**config.mk**
```make
export PLATFORM = sky130hd
export DESIGN_NAME = rtcl_alu
export DESIGN_NICKNAME = d
export VERILOG_FILES = /design/src/rtl/rtcl_pkg.sv /design/src/rtl/rtcl_alu.sv
export SDC_FILE = /design/constraint.sdc
export NUM_CORES = 1
export LEC_CHECK = 0
export ABC_AREA = 1
export BUFFER_PORTS_ARGS = -buffer_cell sky130_fd_sc_hd__buf_4
export CAP_MARGIN = 20
export CELL_PAD_IN_SITES_DETAIL_PLACEMENT = 0
export CELL_PAD_IN_SITES_GLOBAL_PLACEMENT = 2
export CORE_MARGIN = 3
export CORE_UTILIZATION = 23
export DETAILED_ROUTE_END_ITERATION = 16
export PLACE_DENSITY = 0.89
export SYNTH_ARGS = -nofsm -noshare
export SYNTH_HDL_FRONTEND = slang
export SYNTH_SLANG_ARGS = --single-unit
```
**constraint.sdc**
```tcl
create_clock -name vclk -period 2.51
set_input_delay 0.502 -clock vclk [all_inputs]
set_output_delay 0.502 -clock vclk [all_outputs]
set_load 0.01 [all_outputs]
```
**src/rtl/rtcl_pkg.sv**
```systemverilog
`default_nettype none

package rtcl_pkg;

    // Input actions.
    localparam logic [1:0] ACT_LOAD_STRIPE = 2'd0;
    localparam logic [1:0] ACT_LOAD_CHUNK  = 2'd1;
    localparam logic [1:0] ACT_LOOKUP      = 2'd2;
    localparam logic [1:0] ACT_NONE        = 2'd3;

    // Result status codes.
    localparam logic [1:0] ST_FOUND        = 2'd0;
    localparam logic [1:0] ST_NO_INDEX     = 2'd1;
    localparam logic [1:0] ST_ROW_PAST     = 2'd2;
    localparam logic [1:0] ST_OUTSIDE      = 2'd3;

    // Configuration register indexes and port geometry.
    localparam logic [1:0] REG_HAS_CHUNK_INDEX = 2'd0;
    localparam logic [1:0] REG_FIRST_STRIPE    = 2'd1;
    localparam logic [1:0] REG_STRIPE_COUNT    = 2'd2;
    localparam int         APB_AW              = 4;

    // Width of a stored cumulative chunk count.
    localparam int STRIPE_END_W = 13;

    typedef struct packed {
        logic [1:0]  action;
        logic [11:0] entry_index;
        logic [31:0] load_value;
        logic [31:0] load_byte_offset;
        logic [31:0] stripe;
        logic [31:0] row;
    } in_word_t;

    typedef struct packed {
        logic [1:0]  status;
        logic [31:0] chunk_byte_offset;
        logic [31:0] chunk_first_row;
    } out_word_t;

    typedef struct packed {
        logic        has_chunk_index;
        logic [31:0] first_stripe;
        logic [8:0]  stripe_count;
    } cfg_t;

    typedef struct packed {
        logic [31:0] diff;
        logic        borrow;
    } alu_res_t;

endpackage

`default_nettype wire

```
**src/rtl/rtcl_alu.sv**
```systemverilog
`default_nettype none

module rtcl_alu
    import rtcl_pkg::*;
(
    input  wire logic [31:0] a,
    input  wire logic [31:0] b,
    output alu_res_t         res
);

    // One 33-bit subtractor; the top bit is the borrow, set when a < b.
    logic [32:0] wide_diff;

    assign wide_diff  = {1'b0, a} - {1'b0, b};
    assign res.diff   = wide_diff[31:0];
    assign res.borrow = wide_diff[32];

endmodule

`default_nettype wire

```
* Word level (Yosys, flattened, before mapping)
Cells that the tools add are included.
Widths: inputs -> output; s select.
** Operators by class
- Add/subtract/negate cells :: 1
** Operator list (count)
- $sub 32x32->33 :: 1
** Storage, ports and cells
- Register bits after elaboration :: 0
- Input port bits :: 64
- Logic and storage cells :: 1

* Longest topological paths before layout
Gate-level depths: netlist of run 1.
- Word-level depth :: 1
- Gate-level depth with buffers :: 13
- Depth with buffers taken out :: 13

* Worst setup path after synthesis of run 1
OpenSTA, ideal clock, no wires.
- Path type :: input to output
- Start :: input a[0]
- End :: output res[17] (netlist bit)
- Stages on the path :: 12
- Arrival time :: 1.839 ns
- Buffers on the path :: 0
- Path slack :: 0.169 ns
- Path through :: inv_1 > ha_1 > fa_1 > inv_1 > nand3_1 > nand3_1 > nand2_1 > nand2_1 > nand2_1 > nand3b_1 > nand2_1 > nand2_1
** RTL lines
- start, declared :: line rtcl_alu.sv:6 : input wire logic [31:0] a,
- end, declared :: line rtcl_alu.sv:8 : output alu_res_t res

==> results of run 1 <==
## area by class of cell
cell class         instances  area (µm²)
multi-input cells        397        2520
inverters                153         577
repair buffers           131        1010
well taps                136         170
fillers                 1159        6330
## cells in the final DEF (no fill, tap or decap), drive strengths merged
cell type / count
buf: 131
and2: 1
nor3: 4
nor2: 46
ha: 32
inv: 153
xor2: 12
fa: 1
nand4: 6
nand3: 27
xnor2: 2
o21ai: 1
or2: 1
nand2: 239
nand3b: 2
o21bai: 1
a21oi: 21
a21o: 1
## where the power goes
part,switching (mW),total (mW),internal [mW],leakage [nW]
Combinational,0.592,1.13,0.535,2.65
Sequential,0,0,0,0
Clock,0,0,0,0
## final timing paths
check / endpoint / cells after the start / startpoint / slack (ns)
hold / removal: res[1] / 4 / b[0] / 1.36
setup / recovery: res[15] / 12 / b[0] / -0.004
## cells by family after synthesis
group | share of synthesized area
fa+ha+maj | 0.163
simple gates | 0.517
buf+inv | 0.223
compound gates | 0.0486
xor+xnor | 0.0477
## per-layer routing
| layer | track usage | up-vias | routed length [µm] |
|---|---|---|---|
| met5 | 0 | - | 0 |
| met4 | 0.00649 | 0 | 51 |
| met3 | 0.00489 | 4 | 274 |
| met2 | 0.261 | 39 | 4900 |
| met1 | 0.200 | 1535 | 4780 |
| li1 | - | 1868 | - |
## per-stage QoR
| stage | std cells | cell area, µm² | total power, mW | hold slack (ns) | setup TNS (ns) |
|---|---|---|---|---|---|
| 2_1_floorplan | 550 | 2570 | 0.514 | 1.15 | 0 |
| 3_3_place_gp | 810 | 3670 | 0.948 | 1.34 | -1.34 |
| 3_5_place_dp | 810 | 3670 | 0.952 | 1.37 | -1.70 |
| 4_1_cts | 811 | 3740 | 0.974 | 1.36 | 0 |
| 5_1_grt | 817 | 4270 | 1.25 | 1.37 | -0.203 |
| 6_report | 817 | 4270 | 1.13 | 1.36 | -0.00366 |
## what timing repair did
item	in CTS	in global routing
setup buffers	1	6
pin swaps	6	26
resized for setup	16	119
setup endpoints to repair	14	25
==> results.cfg, run 1 <==
[status]
status = complete, but fails checks
violations = negative setup slack

[worst_setup_path]
critical_path.endpoint_type = primary output
cp_top_family = buffers and inverters
criticalPathCategory = in -> out
arrival_ns = 2.01
cp_max_fo = 3
cp_slowest_cell = fa_2
critical_path_buf_inv_count = 5
required_ns = 2.01
startpoint_type = input port
critical_path.max_stage_delay_ns = 0.37
cp_cell_sequence = buf_6 > ha_4 > fa_2 > inv_2 > buf_6 > nand2_4 > nand3_4 > nand2_4 > nand2_4 > buf_6 > xor2_2 > buf_4

[global_routing]
grt_overflow_total = 0
grt_max_degree = 7
antenna_found_initial = 0
grt_pass1_vias = 3324
grtUsageTotal = 0.144
grt_pass1_wl_um = 15400

[drt]
drtPass1Iterations = 5
antenna_left = 0
initialDrtViolationCount = 117
vias = 3446
drcViolationCount = 0
wl_per_cell_um = 12.2
viasPerCell = 4.22
wl_um = 10000

[clock_tree]
hold_buffers = 0

[timing]
fin_crit_ns = 2.51
slew_headroom = 0.840
finalSetupViolations = 1
fin_crit_sh = 1.00
rsz0062_at_grt = true
tightest_slew_ns = 0.238
max_freq_mhz = 398
drv_slew = 0
setup_ws_ns = -0.00366
hold_viol_final = 0

[finish]
seq_cells = 0
seq_area_um2 = 0
diodes = 0
syn2layout_area_growth_pct = 66.1
drive_gt1_frac = 0.361
num-nets-final = 780
clock_buffers = 0
fin_util = 0.403

[logic_synthesis]
synth_cell_types = 21
ys_warn_count = 0
netlist.area_leader.share = 0.339
synth-seq-area-share = 0
syn_inst = 550
avgSynthCellArea_um2 = 4.68
synth_top_cell_by_area = nand2_1
synth_fp_nets = 647
yosys-top-cells-area = nand2_1 (34%), inv_1 (22%), ha_1 (16%)
yosysMostFrequentCell = nand2_1
synthTopCellsByCount = nand2_1 (232), inv_1 (153), nor2_1 (45)
synth_area_mm2 = 0.00257

[floorplanning]
coreArea_mm2 = 0.0106
die_w_um = 112
die_y_um = 112
die_area_mm2 = 0.0125
initial_core_util = 0.243
num_io_pins = 97
placementRows = 37

[job]
maxCapViolations = 0

[placed_design]
io_buffer_count = 97
place.gp.congestion = 0.862
dp_hpwl_um = 8520
pre_cts_ws_ns = -0.184

[pwr]
p_per_area_mw_per_mm2 = 264
leakagePower_nw = 2.65
ir_drop_mv = 0.0886

[min_path]
hp-class = in -> out
(Power assumes the default switching activity.)
==> run 2, diff against run 1 <==
--- a/config.mk
+++ b/config.mk
@@ -14,6 +14,7 @@
 export CORE_UTILIZATION = 23
 export DETAILED_ROUTE_END_ITERATION = 16
 export PLACE_DENSITY = 0.89
+export RECOVER_POWER = 25
 export SYNTH_ARGS = -nofsm -noshare
 export SYNTH_HDL_FRONTEND = slang
 export SYNTH_SLANG_ARGS = --single-unit
==> results.cfg, run 2 (synthesized netlist as in run 1, its figures left out) <==
[placed_design]
dp_hpwl_um = 8520
dpl_cell_area_mm2 = 0.00367
place.gp.congestion = 0.862
io_buffer_count = 97

[timing]
drv_slew = 0
finalSetupViolations = 1
fin_crit_ns = 2.51
hold_viol_final = 0
fin_crit_sh = 1.00
tightest_slew_ns = 0.238
whs_ns = 1.35
slew_headroom = 0.840
setup_ws_ns = -0.00402
rsz0062_at_grt = true
tns_ns = -0.00402
max_freq_mhz = 398

[drt]
vias = 3451
initialDrtViolationCount = 117
antenna_left = 0
drcViolationCount = 0
wl_per_cell_um = 12.2
drtPass1Iterations = 4
viasPerCell = 4.22
wl_um = 9990

[floorplanning]
coreArea_mm2 = 0.0106
die_y_um = 112
initial_core_util = 0.243
placementRows = 37
num_io_pins = 97
die_w_um = 112
die_area_mm2 = 0.0125

[status]
status = complete, but fails checks
violations = negative setup slack

[global_routing]
grt_pass1_wl_um = 15400
grtUsageTotal = 0.144
grt_max_degree = 7
grt_pass1_vias = 3324
grt_overflow_total = 0
antenna_found_initial = 0

[finish]
num-nets-final = 780
seq_area_um2 = 0
diodes = 0
clock_buffers = 0
layout_commonest_cell = nand2_1
drive_gt1_frac = 0.354
seq_cells = 0
final_cell_mix = nand2_1 (195), inv_1 (148), buf_4 (120)
fin_area_mm2 = 0.00426
syn2layout_area_growth_pct = 65.4

[pwr]
p_total_mw = 1.11
ir_drop_mv = 0.0886
leakagePower_nw = 2.63
p_per_area_mw_per_mm2 = 262

[worst_setup_path]
arrival_ns = 2.01
cp_slowest_cell = fa_2
startpoint_type = input port
critical_path.endpoint_type = primary output
cp_max_fo = 3
cp_cell_sequence = buf_6 > ha_4 > fa_2 > inv_2 > buf_6 > nand2_4 > nand3_4 > nand2_4 > nand2_4 > buf_6 > xor2_2 > buf_4
criticalPathCategory = in -> out
required_ns = 2.01
critical_path.max_stage_delay_ns = 0.37

[min_path]
hp-start = b[0]
worstHoldEndpoint = res[1]
hold-path-cell-count = 4
hp-class = in -> out

[clock_tree]
hold_buffers = 0

[job]
maxCapViolations = 0
==> run 2: per-layer routing <==
metal,share of wire,vias up,track usage
li1,-,1868,-
met1,0.48,1534,0.200
met2,0.49,45,0.261
met3,0.026,4,0.00489
met4,0.0051,0,0.00649
met5,0,-,0
==> run 2: power breakdown <==
group	internal (mW)	total, mW	switching [mW]
Combinational	0.523	1.11	0.591
Sequential	0	0	0
Clock	0	0	0
Total	0.523	1.11	0.591
==> run 2: worst max-delay path by stage <==
| stage | from | end |
|---|---|---|
| floorplan | a[0] | res[17] |
| global placement | a[0] | res[29] |
| detailed placement | a[0] | res[17] |
| CTS | a[2] | res[28] |
| global route | b[11] | res[15] |
| finish | b[0] | res[15] |
==> run 2: cell type report <==
type                       count  area [µm²]
tap                          136         170
inverter                     153         577
fill                        1166        6350
timing repair buffer         131         987
multi-input combinational    397        2520
==> run 2: stage by stage <==
| step | worst slack [ns] | util | cells |
|---|---|---|---|
| global route | -0.0427 | 0.401 | 817 |
| CTS | 0.00161 | 0.353 | 811 |
| floorplan | 0.169 | - | 550 |
| global placement | -0.153 | 0.347 | 810 |
| finish | -0.00402 | 0.401 | 817 |
| detailed placement | -0.184 | 0.347 | 810 |
==> run 2: worst max-delay path: cells and delay by family <==
kind          cells  cell delay, ns
simple gates      4            0.28
buf+inv           5            0.56
xor+xnor          1            0.14
fa+ha+maj         2            0.52
==> run 2: what timing repair did <==
item	CTS	global route
endpoints found under the hold margin	0	0
pin swaps	6	26
resized for setup	16	119
setup endpoints to repair	14	25
setup buffers	1	6
