<file path="config.mk">
export PLATFORM = sky130hd
export DESIGN_NAME = rtcl_cfg
export DESIGN_NICKNAME = d
export VERILOG_FILES = /design/src/rtl/rtcl_pkg.sv /design/src/rtl/rtcl_cfg.sv
export SDC_FILE = /design/constraint.sdc
export NUM_CORES = 1
export LEC_CHECK = 0
export BUFFER_PORTS_ARGS = -buffer_cell sky130_fd_sc_hd__buf_2
export CAP_MARGIN = 20
export CORE_UTILIZATION = 35
export CTS_BUF_LIST = sky130_fd_sc_hd__clkbuf_4
export DETAILED_ROUTE_END_ITERATION = 10
export PLACE_DENSITY = 0.67
export SLEW_MARGIN = 5
export SYNTH_ARGS = -nofsm -noshare
export SYNTH_HDL_FRONTEND = slang
export SYNTH_SLANG_ARGS = --single-unit
export TNS_END_PERCENT = 1
</file>
<file path="constraint.sdc">
create_clock -name aclk -period 1.2 [get_ports aclk]
set_input_delay 0.24 -clock aclk [delete_from_list [all_inputs] [get_ports aclk]]
set_output_delay 0.24 -clock aclk [all_outputs]
set_load 0.01 [all_outputs]
</file>
<file path="src/rtl/rtcl_pkg.sv">
`default_nettype none

package rtcl_pkg;

    // Input actions.
    localparam logic [1:0] ACT_LOAD_STRIPE = 2'd0;
    localparam logic [1:0] ACT_LOAD_CHUNK  = 2'd1;
    localparam logic [1:0] ACT_LOOKUP      = 2'd2;
    localparam logic [1:0] ACT_NONE        = 2'd3;

    // Result status codes.
    localparam logic [1:0] ST_FOUND        = 2'd0;
    localparam logic [1:0] ST_NO_INDEX     = 2'd1;
    localparam logic [1:0] ST_ROW_PAST     = 2'd2;
    localparam logic [1:0] ST_OUTSIDE      = 2'd3;

    // Configuration register indexes and port geometry.
    localparam logic [1:0] REG_HAS_CHUNK_INDEX = 2'd0;
    localparam logic [1:0] REG_FIRST_STRIPE    = 2'd1;
    localparam logic [1:0] REG_STRIPE_COUNT    = 2'd2;
    localparam int         APB_AW              = 4;

    // Width of a stored cumulative chunk count.
    localparam int STRIPE_END_W = 13;

    typedef struct packed {
        logic [1:0]  action;
        logic [11:0] entry_index;
        logic [31:0] load_value;
        logic [31:0] load_byte_offset;
        logic [31:0] stripe;
        logic [31:0] row;
    } in_word_t;

    typedef struct packed {
        logic [1:0]  status;
        logic [31:0] chunk_byte_offset;
        logic [31:0] chunk_first_row;
    } out_word_t;

    typedef struct packed {
        logic        has_chunk_index;
        logic [31:0] first_stripe;
        logic [8:0]  stripe_count;
    } cfg_t;

    typedef struct packed {
        logic [31:0] diff;
        logic        borrow;
    } alu_res_t;

endpackage

`default_nettype wire

</file>
<file path="src/rtl/rtcl_cfg.sv">
`default_nettype none

module rtcl_cfg
    import rtcl_pkg::*;
(
    input  wire logic              aclk,
    input  wire logic              aresetn,
    input  wire logic              psel,
    input  wire logic              penable,
    input  wire logic              pwrite,
    input  wire logic [APB_AW-1:0] paddr,
    input  wire logic [31:0]       pwdata,
    output logic      [31:0]       prdata,
    output logic                   pready,
    output cfg_t                   cfg
);

    cfg_t       cfg_reg;
    cfg_t       cfg_next;
    logic       wr_en;
    logic [1:0] reg_index;

    assign pready    = 1'b1;
    assign reg_index = paddr[APB_AW-1:2];
    assign wr_en     = psel && penable && pwrite;
    assign cfg       = cfg_reg;

    always_comb begin
        cfg_next = cfg_reg;
        if (wr_en) begin
            unique case (reg_index)
                REG_HAS_CHUNK_INDEX: cfg_next.has_chunk_index = pwdata[0];
                REG_FIRST_STRIPE:    cfg_next.first_stripe    = pwdata;
                REG_STRIPE_COUNT:    cfg_next.stripe_count    = pwdata[8:0];
                default: ;
            endcase
        end
    end

    always_comb begin
        unique case (reg_index)
            REG_HAS_CHUNK_INDEX: prdata = {31'd0, cfg_reg.has_chunk_index};
            REG_FIRST_STRIPE:    prdata = cfg_reg.first_stripe;
            REG_STRIPE_COUNT:    prdata = {23'd0, cfg_reg.stripe_count};
            default:             prdata = 32'd0;
        endcase
    end

    always_ff @(posedge aclk) begin
        if (!aresetn) begin
            cfg_reg <= '0;
        end else begin
            cfg_reg <= cfg_next;
        end
    end

endmodule

`default_nettype wire

</file>
* After elaboration in Yosys (flattened, before gate mapping) *
Cells that the tools add are included.

word-level totals
  register bits after elaboration = 42
  bits in latches = 0
  memory bits (writable) = 0
  memory bits (read-only) = 0
  input port bits = 41
  output and inout bits = 75
  memories = 0

cells by class
  $add $sub $neg = 0
  $mul = 0
  divide/modulo/power cells = 0
  magnitude comparators = 0
  equality and inequality tests = 2
  shift-type cells = 0
  multiplexer cells = 1
  bitwise logic cells = 0
  reduce and logical (&&, ||, !) cells = 6

operators with widths
  cell                  number
  $pmux W32 S3          1
  $reduce_and A2 Y1     3
  $eq A2 B1 Y1 const B  1
  $eq A2 B2 Y1 const B  1
  $logic_and A1 B1 Y1   2
  $logic_not A2 Y1      1

* Logic depth before layout (Yosys ltp) *
Gate-level depths: netlist (run 1).

  depth after elaboration = 3
  gate-level depth with buffers = 5
  gate-level depth less buffers = 3

* Worst setup path after synthesis (run 1) *
Ideal clock, no wire load.

  path kind = input port to output port
  from = in paddr[3]
  to = out prdata[10]
  arrival time = 0.851 ns
  required time = 0.960 ns
  slack = 0.109 ns
  cell stages on the path = 3
  cell sequence = and2b_2 -> clkbuf_1 -> and2_1

between the ends
  longest elaborated chain between the ends = 2

ends and longest elaborated chain
  element                                     line            source
  start, declared                             rtcl_cfg.sv:11  input wire logic [APB_AW-1:0] paddr,
  $eq A2 B2 Y1, or another cell as far along  rtcl_cfg.sv:41  unique case (reg_index)
  $pmux W32 S3 (*)                            rtcl_cfg.sv:41
  end, declared                               rtcl_cfg.sv:13  output logic [31:0] prdata,

Every way passes the cells marked *; elsewhere a longest branch is shown, timed or not.

* Worst setup path after layout (run 1) *
  from = reg cfg_reg, in the netlist cfg[12]
  to = out prdata[3]

between the ends
  longest elaborated chain between the ends = 1

ends and longest elaborated chain
  element                 line            source
  start, declared         rtcl_cfg.sv:18  cfg_t cfg_reg;
  start signal, assigned  rtcl_cfg.sv:53  cfg_reg <= cfg_next;
  $pmux W32 S3            rtcl_cfg.sv:41

Every way passes these cells.

==> flow_metrics.py, run 1 <==
metrics = {
    "route": {
        "drt_first_pass_iters": 4,
        "detail_route.wl_per_cell_microns": 12.4,
        "drt-total-wl_mm": 5.01,
        "num_vias": 1839,
        "drcViolationCount": 0,
        "vias_per_cell": 4.54,
        "ant_nets": 0,
        "drtIter0Drc": 56,
    },
    "hold_path": {
        "hp-class": "input port to flip-flop",
        "hold_start": "pwdata[22]",
        "hold_path_end": "cfg[31]",
        "hold_path_depth": 3,
    },
    "die": {
        "die-area_sq_um": 5930,
        "start_util": 0.374,
        "die_x_microns": 77.0,
        "top_level_ports": 116,
        "num_rows": 26,
        "die_h_microns": 77.0,
        "design.core.area_sq_um": 5270,
    },
    "finish": {
        "fin_nets": 374,
        "largest_reg_flops": 42,
        "area_growth_pct": 46.2,
        "final_common_cell": "buf_2",
        "final_cell_mix": "101 x buf_2, 74 x nand2_1, 42 x mux2i_1",
        "ff_latch_area_sq_um": 886,
        "drive_gt1_frac": 0.554,
        "multi_input_area_sq_um": 1040,
        "n_fill_cell": 498,
        "design_area_sq_um": 2880,
    },
    "global_routing": {
        "grt_overflow": 0,
        "grt_start_max_net_pins": 34,
        "grt_pass1_vias": 1648,
        "grt_pass1_wl_mm": 7.77,
        "grt.total_usage": 0.168,
        "antenna_found_initial": 0,
    },
    "sta": {
        "fin_crit_sh": 1.06,
        "layout_setup_ws_ns": -0.0773,
        "finalSetupViolations": 20,
        "hold_violations": 0,
        "tns_ns": -0.672,
        "max_freq_ghz": 0.783,
        "rsz0062_at_grt": "true",
        "fin_crit_ns": 1.28,
        "drv_slew": 0,
        "finalClockSkew_ns": 0,
    },
    "setup_path": {
        "crit_path_max_fanout": 2,
        "startpoint_type": "flip-flop",
        "rr_endpoint": "cfg[41]",
        "crit_path_end_kind": "output pin",
        "crit_type": "flip-flop to output pin",
        "r2r_start": "cfg[41]",
        "regToRegSetupSlack_ns": 0.43,
        "required_ns": 0.96,
        "arrival_ns": 1.04,
        "critPathLaunch": "cfg[12]",
        "max_stage_delay_ns": 0.35,
        "critPathSlowestCell": "dfxtp_2",
        "r2r_cells": 3,
        "worstPathCellList": "a22o_1 -> buf_2",
    },
    "synthesis": {
        "syn-instance-count": 216,
        "ys_seq_area_frac": 0.427,
        "syn_nets": 257,
        "synth_area_per_cell_sq_um": 9.12,
        "yosys_warnings": 0,
        "ys_types": 18,
        "syn-cell-area_sq_um": 1970,
        "ys_ff_latch": 42,
    },
    "run_status": {
        "violations": "setup timing",
        "status": "complete, but fails checks",
    },
    "clocking": {
        "clk_pin_slew_ns": 0.13,
        "htreeDepth": 2,
        "cts.sinks": 42,
        "root_buffer": "clkbuf_4",
        "clock_latency_ns": 0.35,
        "cts_buffers": 5,
        "hold_buffers": 0,
        "cts_tree": "built",
        "clk_path_buf_depth": 2,
    },
    "placed_design": {
        "place_area_sq_um": 2620,
        "gp_congestion": 0.779,
        "numPortBuffers": 112,
        "dp.final_hpwl_mm": 3.35,
    },
    "run": {
        "drv_cap": 0,
    },
    "power": {
        "leakage_nw": 1.39,
        "powerDensity_nw_per_um2": 906,
        "vdd_drop_max_mv": 0.481,
    },
}
==> power by group <==
part | internal (W) | switching (W) | leakage (nW)
Clock | 0.000432 | 0.000462 | 0.0450
Sequential | 0.00141 | 0.0000128 | 0.357
Combinational | 0.000142 | 0.000150 | 0.990
==> per-stage QoR <==
step / utilization / hold WS (ns) / instances / setup WS, ns / total power [W]
global placement: 0.497 / 0.451 / 391 / -0.229 / 0.00172
global route: 0.546 / 0.0748 / 404 / -0.148 / 0.00275
detailed placement: 0.497 / 0.459 / 391 / -0.270 / 0.00172
floorplan: - / 0.342 / 216 / 0.109 / 0.00160
CTS: 0.533 / 0.0852 / 404 / -0.101 / 0.00265
finish: 0.547 / 0.105 / 405 / -0.0773 / 0.00261
==> timing repair <==
action,in CTS,in global routing
endpoints found under the setup margin,32,35
gates resized for setup,44,20
setup buffers,3,0
gates cloned,2,0
pin swaps,1,0
==> routing by layer <==
layer | vias to the layer above | track usage | part of all wire
li1 | 940 | - | -
met1 | 830 | 0.187 | 0.43
met2 | 62 | 0.302 | 0.51
met3 | 7 | 0.0345 | 0.047
met4 | 0 | 0.0868 | 0.018
met5 | - | 0 | 0
==> synthesized netlist by cell type <==
cell,instances,area [sq um]
nor3b_2,1,12.5
conb_1,1,3.75
dfxtp_1,42,841
and2_1,23,144
clkbuf_1,7,26.3
o41ai_1,1,8.76
nand2_1,74,278
nor3b_1,1,7.51
and2b_2,2,17.5
buf_4,2,15.0
buf_6,2,22.5
mux2i_1,42,420
o311ai_0,1,8.76
nand3_2,1,10.0
o21ai_0,1,5.00
buf_2,4,20.0
buf_12,3,60.1
a22o_1,8,70.1
==> how the worst max path moves through the flow <==
stage                  to  slack (ns)  cells after the start
6_report        prdata[3]       -0.08                      2
5_1_grt         prdata[0]       -0.15                      3
4_1_cts         prdata[1]       -0.10                      2
3_5_place_dp    prdata[3]       -0.27                      4
3_3_place_gp    prdata[8]       -0.23                      4
2_1_floorplan  prdata[10]        0.11                      3
==> critical path, delay by kind of cell, from the launching register on <==
kind	cells	cell delay (ns)
AOI/OAI and AO/OA	1	0.20
DFF	1	0.35
buffers and inverters	1	0.13
==> logic make-up (layout without fill, tap and decap cells) <==
family | Yosys count | after routing | share of synthesized area
simple gates | 102 | 104 | 0.238
flops | 42 | 42 | 0.427
other cells | 1 | 2 | 0.00190
mux | 42 | 42 | 0.213
compound gates | 11 | 11 | 0.0470
buf+inv | 18 | 134 | 0.0730
==> area by class of cell <==
cell class,count,share of cell area
diodes,1,0.000868
clock buffers,5,0.0130
flip-flops and latches,42,0.307
multi-input cells,158,0.361
repair buffers,126,0.274
well taps,70,0.0304
clock inverters,3,0.0139
Power figures use the tool's default switching activity.
==> run 2, diff against run 1 <==
Settings changed: ABC_AREA set to 1, PLACE_DENSITY 0.67 to 0.65.
==> run 2 against run 1 <==
  * The flow now finishes without violations
  * Cell count is 34% higher
  * Clock power is 22% lower
  * Register-to-register slack improved by 0.07 ns
  * Via count up 29%
  * Power fell by 0.69%
  * Sequential cell count did not move
  * Critical endpoint is now prdata[0]
==> flow_metrics.py, run 2 <==
metrics = {
    "clocking": {
        "hold_buffers": 0,
        "clock_latency_ns": 0.34,
        "cts.sinks": 42,
        "clk_path_buf_depth": 2,
        "clk_pin_slew_ns": 0.13,
        "cts_buffers": 5,
        "cts_tree": "built",
        "htreeDepth": 2,
        "root_buffer": "clkbuf_4",
    },
    "setup_path": {
        "r2r_start": "cfg[18]",
        "critPathLaunch": "cfg[9]",
        "rr_endpoint": "cfg[18]",
        "crit_path_end_kind": "output pin",
        "required_ns": 0.96,
        "r2r_cells": 3,
        "arrival_ns": 0.96,
        "critPathSlowestCell": "dfxtp_2",
        "crit_path_max_fanout": 3,
        "max_stage_delay_ns": 0.36,
        "regToRegSetupSlack_ns": 0.50,
        "worstPathCellList": "nand2_1 -> nand3_1 -> buf_2",
        "startpoint_type": "flip-flop",
        "crit_type": "flip-flop to output pin",
        "cp-endpoint": "prdata[0]",
    },
    "route": {
        "detail_route.wl_per_cell_microns": 10.2,
        "highest_layer": "met4",
        "num_vias": 2377,
        "met2_length_mm": 2.58,
        "ant_nets": 0,
        "vias_per_cell": 4.37,
        "drt_first_pass_iters": 5,
        "drcViolationCount": 0,
        "drt-total-wl_mm": 5.53,
        "wl_met1_mm": 2.48,
        "met3_length_microns": 417,
        "drtIter0Drc": 56,
    },
    "finish": {
        "antenna-diode-count": 0,
        "n_fill_cell": 644,
        "drive_gt1_frac": 0.433,
        "final_cell_mix": "108 x buf_2, 104 x nor2_1, 69 x nand2_1",
        "utilization": 0.518,
        "area_growth_pct": 42.0,
        "final_cells": 544,
        "largest_reg_flops": 42,
        "final_common_cell": "buf_2",
        "multi_input_area_sq_um": 990,
        "fin_nets": 509,
        "ff_latch_area_sq_um": 893,
    },
    "placed_design": {
        "gp_congestion": 0.741,
        "dp.final_hpwl_mm": 3.89,
        "place_inst": 530,
        "numPortBuffers": 112,
    },
    "synthesis": {
        "post-synth-top-area-cell": "dfxtp_1",
        "yosysTopAreaCellShare": 0.387,
        "ys_seq_area_frac": 0.387,
        "syn-cell-area_sq_um": 2170,
        "async_flop_share": 0,
        "synth-main-ff-cell": "dfxtp_1",
        "synth-edff-count": 0,
        "synth_area_leaders": "dfxtp_1 39%, nor2_1 18%, nand2_1 12%",
        "ys_types": 17,
        "syn_nets": 391,
        "yosysMostFrequentCell": "nor2_1",
        "ys_ff_latch": 42,
        "syn-instance-count": 350,
        "yosys_warnings": 0,
        "synth_area_per_cell_sq_um": 6.21,
        "synth_commonest_cells": "107 x nor2_1, 71 x nand2_1, 56 x inv_1, 44 x nand3_1, 42 x dfxtp_1",
    },
    "sta": {
        "finalSetupViolations": 0,
        "finalClockSkew_ns": 0,
        "max_freq_ghz": 0.834,
        "fin_crit_sh": 0.999,
        "tns_ns": 0,
        "fin_crit_ns": 1.20,
        "hold_violations": 0,
        "rsz0062_at_grt": "true",
        "drv_slew": 0,
    },
    "die": {
        "die-area_sq_um": 6530,
        "top_level_ports": 116,
        "start_util": 0.365,
        "die_h_microns": 80.8,
        "num_rows": 28,
        "design.core.area_sq_um": 5960,
        "die_x_microns": 80.8,
    },
    "run": {
        "drv_cap": 0,
    },
    "power": {
        "powerDensity_nw_per_um2": 840,
        "leakage_nw": 1.71,
        "vdd_drop_max_mv": 0.422,
    },
    "global_routing": {
        "grt_pass1_wl_mm": 8.69,
        "grt.total_usage": 0.172,
        "grt_start_max_net_pins": 43,
        "grt_overflow": 0,
        "antenna_found_initial": 0,
        "grt_pass1_vias": 1977,
    },
    "run_status": {
        "status": "completed",
    },
    "hold_path": {
        "hold_path_depth": 5,
        "hp-class": "input port to flip-flop",
    },
}
[run 2: cell families (layout without fill, tap and decap cells)]
| family | count (synthesis) | in the layout | share of synthesized area |
|---|---|---|---|
| buf+inv | 78 | 197 | 0.168 |
| flops | 42 | 42 | 0.387 |
| other cells | 1 | 1 | 0.00173 |
| compound gates | 1 | 1 | 0.00230 |
| simple gates | 228 | 228 | 0.442 |
[run 2: layout make-up]
class / instances / area share
sequential: 42 / 0.289
multi-input combinational: 230 / 0.321
tap: 75 / 0.0304
inverter: 58 / 0.0713
timing repair buffer: 131 / 0.271
clock inverter: 2 / 0.00284
clock buffer: 6 / 0.0146
[run 2: stage by stage]
step                      total power, W  hold WS (ns)  setup WS (ns)  cell area [sq um]
after global placement           0.00188         0.483        -0.0453               2850
after floorplan                  0.00172         0.459          0.219               2170
final                            0.00259         0.193        0.00100               3090
after global routing             0.00274         0.199        -0.0751               3090
after detailed placement         0.00189         0.491        -0.0662               2850
after CTS                        0.00261         0.190        -0.0182               3030
[run 2: critical path: cells and delay by family, from the launching register on]
kind / cells / cell delay (ns)
buffers and inverters: 1 / 0.13
AND/OR/NAND/NOR: 2 / 0.12
flip-flops: 1 / 0.36
[run 2: worst min path at each step]
stage                     startpoint  slack, ns  endpoint
final                     pwdata[10]       0.19   cfg[19]
after global routing      pwdata[10]       0.20   cfg[19]
after CTS                 pwdata[24]       0.19   cfg[33]
after detailed placement     cfg[31]       0.49   cfg[31]
after global placement        cfg[0]       0.48    cfg[0]
after floorplan           pwdata[22]       0.46   cfg[31]
[run 2: routing by layer]
metal / track usage / vias up
li1: - / 1255
met1: 0.196 / 1023
met2: 0.314 / 92
met3: 0.0427 / 7
met4: 0.0482 / 0
met5: 0 / -
[run 2: where the power goes]
part / total (W) / internal (W) / leakage (nW) / switching [W]
clock: 0.000698 / 0.000244 / 0.0331 / 0.000455
sequential: 0.00145 / 0.00143 / 0.360 / 0.0000240
combinational: 0.000441 / 0.000203 / 1.32 / 0.000238
total: 0.00259 / 0.00188 / 1.71 / 0.000717
[run 2: repair_timing]
item,4_1_cts,5_1_grt
gates cloned,1,0
pin swaps,9,19
gates resized for setup,45,22
setup endpoints to repair,32,34
buffers inserted,4,1
endpoints found under the hold margin,0,0
==> run 3, diff against run 2 <==
Settings changed: CELL_PAD_IN_SITES_DETAIL_PLACEMENT set to 1, CELL_PAD_IN_SITES_GLOBAL_PLACEMENT set to 2, CORE_UTILIZATION 35 to 22, PLACE_DENSITY 0.65 to not set, PLACE_DENSITY_LB_ADDON set to 0.3.
==> run 3 against run 2 <==
  * The run now ends with setup timing left
  * Sequential power about the same
  * Via count increased by 1.1%
  * Maximum frequency fell by 0.35%
  * Non-clock buffer count up 1
  * Combinational power is 4% higher
  * Setup slack worse by 0.0043 ns
  * Final area increased by 4.1%
  * Die area is 57% higher
  * Clock skew unchanged
  * Core utilization down 18 points
  * Critical path depth unchanged
  * Largest cell class unchanged
  * Sequential cell count is the same
==> flow_metrics.py, run 3 (synthesized netlist as in run 2, its figures left out) <==
metrics = {
    "global_routing": {
        "grt_pass1_vias": 2240,
        "grt_pass1_wl_mm": 10.8,
        "grt_overflow": 0,
        "grt_start_max_net_pins": 43,
        "antenna_found_initial": 0,
        "grt.total_usage": 0.133,
    },
    "setup_path": {
        "crit_path_end_kind": "output pin",
        "crit_path_max_fanout": 3,
        "cp_top_family": "flip-flops",
        "crit_type": "flip-flop to output pin",
        "r2r_start": "cfg[41]",
        "arrival_ns": 0.96,
        "max_stage_delay_ns": 0.37,
        "startpoint_type": "flip-flop",
        "critPathSlowestCell": "dfxtp_2",
        "critPathLaunch": "cfg[31]",
        "required_ns": 0.96,
        "worstPathCellList": "inv_1 -> nor2_1 -> buf_2",
        "regToRegSetupSlack_ns": 0.46,
        "critPathBufInv": 2,
    },
    "placed_design": {
        "place_area_sq_um": 2990,
        "dp_slack_ns": -0.0897,
        "numPortBuffers": 112,
        "gp_congestion": 0.708,
        "dp.final_hpwl_mm": 5.05,
    },
    "power": {
        "leakage_nw": 1.73,
        "power_w": 0.00278,
        "vdd_drop_max_mv": 0.354,
        "powerDensity_nw_per_um2": 866,
    },
    "sta": {
        "max_freq_ghz": 0.831,
        "layout_setup_ws_ns": -0.00326,
        "fin_crit_ns": 1.20,
        "drv_slew": 0,
        "fin_crit_sh": 1.00,
        "finalClockSkew_ns": 0,
        "rsz0062_at_grt": "true",
        "fin_hold_ws_ns": 0.201,
        "finalSetupViolations": 1,
        "hold_violations": 0,
        "tns_ns": -0.00326,
    },
    "run_status": {
        "violations": "setup timing",
        "status": "complete, but fails checks",
    },
    "clocking": {
        "cts.sinks": 42,
        "clk_pin_slew_ns": 0.12,
        "htreeDepth": 2,
        "root_buffer": "clkbuf_4",
        "cts_tree": "built",
        "clk_path_buf_depth": 2,
        "cts_buffers": 5,
        "clock_latency_ns": 0.34,
        "hold_buffers": 0,
    },
    "route": {
        "drt_first_pass_iters": 4,
        "vias_per_cell": 4.02,
        "num_vias": 2404,
        "ant_nets": 0,
        "detail_route.wl_per_cell_microns": 11.2,
        "drt-total-wl_mm": 6.71,
        "drtIter0Drc": 21,
        "drcViolationCount": 0,
    },
    "finish": {
        "fin_nets": 510,
        "final_common_cell": "buf_2",
        "drive_gt1_frac": 0.435,
        "antenna-diode-count": 0,
        "largest_reg_flops": 42,
        "design_area_sq_um": 3210,
        "n_fill_cell": 1241,
        "area_growth_pct": 47.8,
        "final_cell_mix": "106 x buf_2, 104 x nor2_1, 66 x nand2_1",
    },
    "die": {
        "die_x_microns": 101,
        "die_h_microns": 101,
        "num_rows": 35,
        "top_level_ports": 116,
        "start_util": 0.231,
        "design.core.area_sq_um": 9420,
        "die-area_sq_um": 10300,
    },
    "hold_path": {
        "hp-class": "input port to flip-flop",
        "hold_start": "pwdata[10]",
    },
    "run": {
        "drv_cap": 0,
    },
}
run 3: cell types whose count changed in the layout (fill, tap and decap cells not counted), sizes merged:
cell and delta:
clkinv -1, buf +2, bufinv +1, bufbuf -1
clkbuf -1
run 3: power by group:
| part | switching (W) | total, W | internal, W |
|---|---|---|---|
| registers | 0.0000242 | 0.00145 | 0.00143 |
| logic | 0.000252 | 0.000458 | 0.000205 |
| clock network | 0.000449 | 0.000871 | 0.000422 |
run 3: worst min-delay path, stage by stage:
cell and delay, ns:
buf_2 0.09, inv_1 0.04, nand3_1 0.06, nand2_1 0.05
nor2_1 0.03
run 3: final cells by class:
cell class / count / area (sq um) / share of cell area
Clock buffer: 5 / 37.5 / 0.0117
Clock inverter: 2 / 33.8 / 0.0105
Inverter: 58 / 223 / 0.0693
Multi-Input combinational cell: 230 / 1000 / 0.312
Sequential cell: 42 / 893 / 0.278
Tap cell: 129 / 161 / 0.0503
Timing Repair Buffer: 132 / 861 / 0.268
run 3: path summary, 6_finish.rpt:
kind,to,cells past startpoint
max,prdata[22],3
min,cfg[19],5
max reg2reg,cfg[41],3
min reg2reg,cfg[10],2
run 3: what timing repair did:
| item | in CTS | in global routing |
|---|---|---|
| cloned | 0 | 0 |
| pin swaps | 37 | 3 |
| setup endpoints to repair | 32 | 35 |
| setup buffers | 3 | 0 |
| gates resized for setup | 56 | 13 |
run 3: metal layers:
layer	GRT usage	vias to the layer above	share of wire
met2	0.235	69	0.47
li1	-	1254	-
met4	0.0334	0	0.0072
met3	0.0255	4	0.050
met1	0.167	1077	0.47
met5	0	-	0
run 3: stage by stage:
stage	cells	util
finish	598	0.341
global route	598	0.341
CTS	598	0.337
detailed placement	588	0.317
global placement	588	0.317
floorplan	350	-
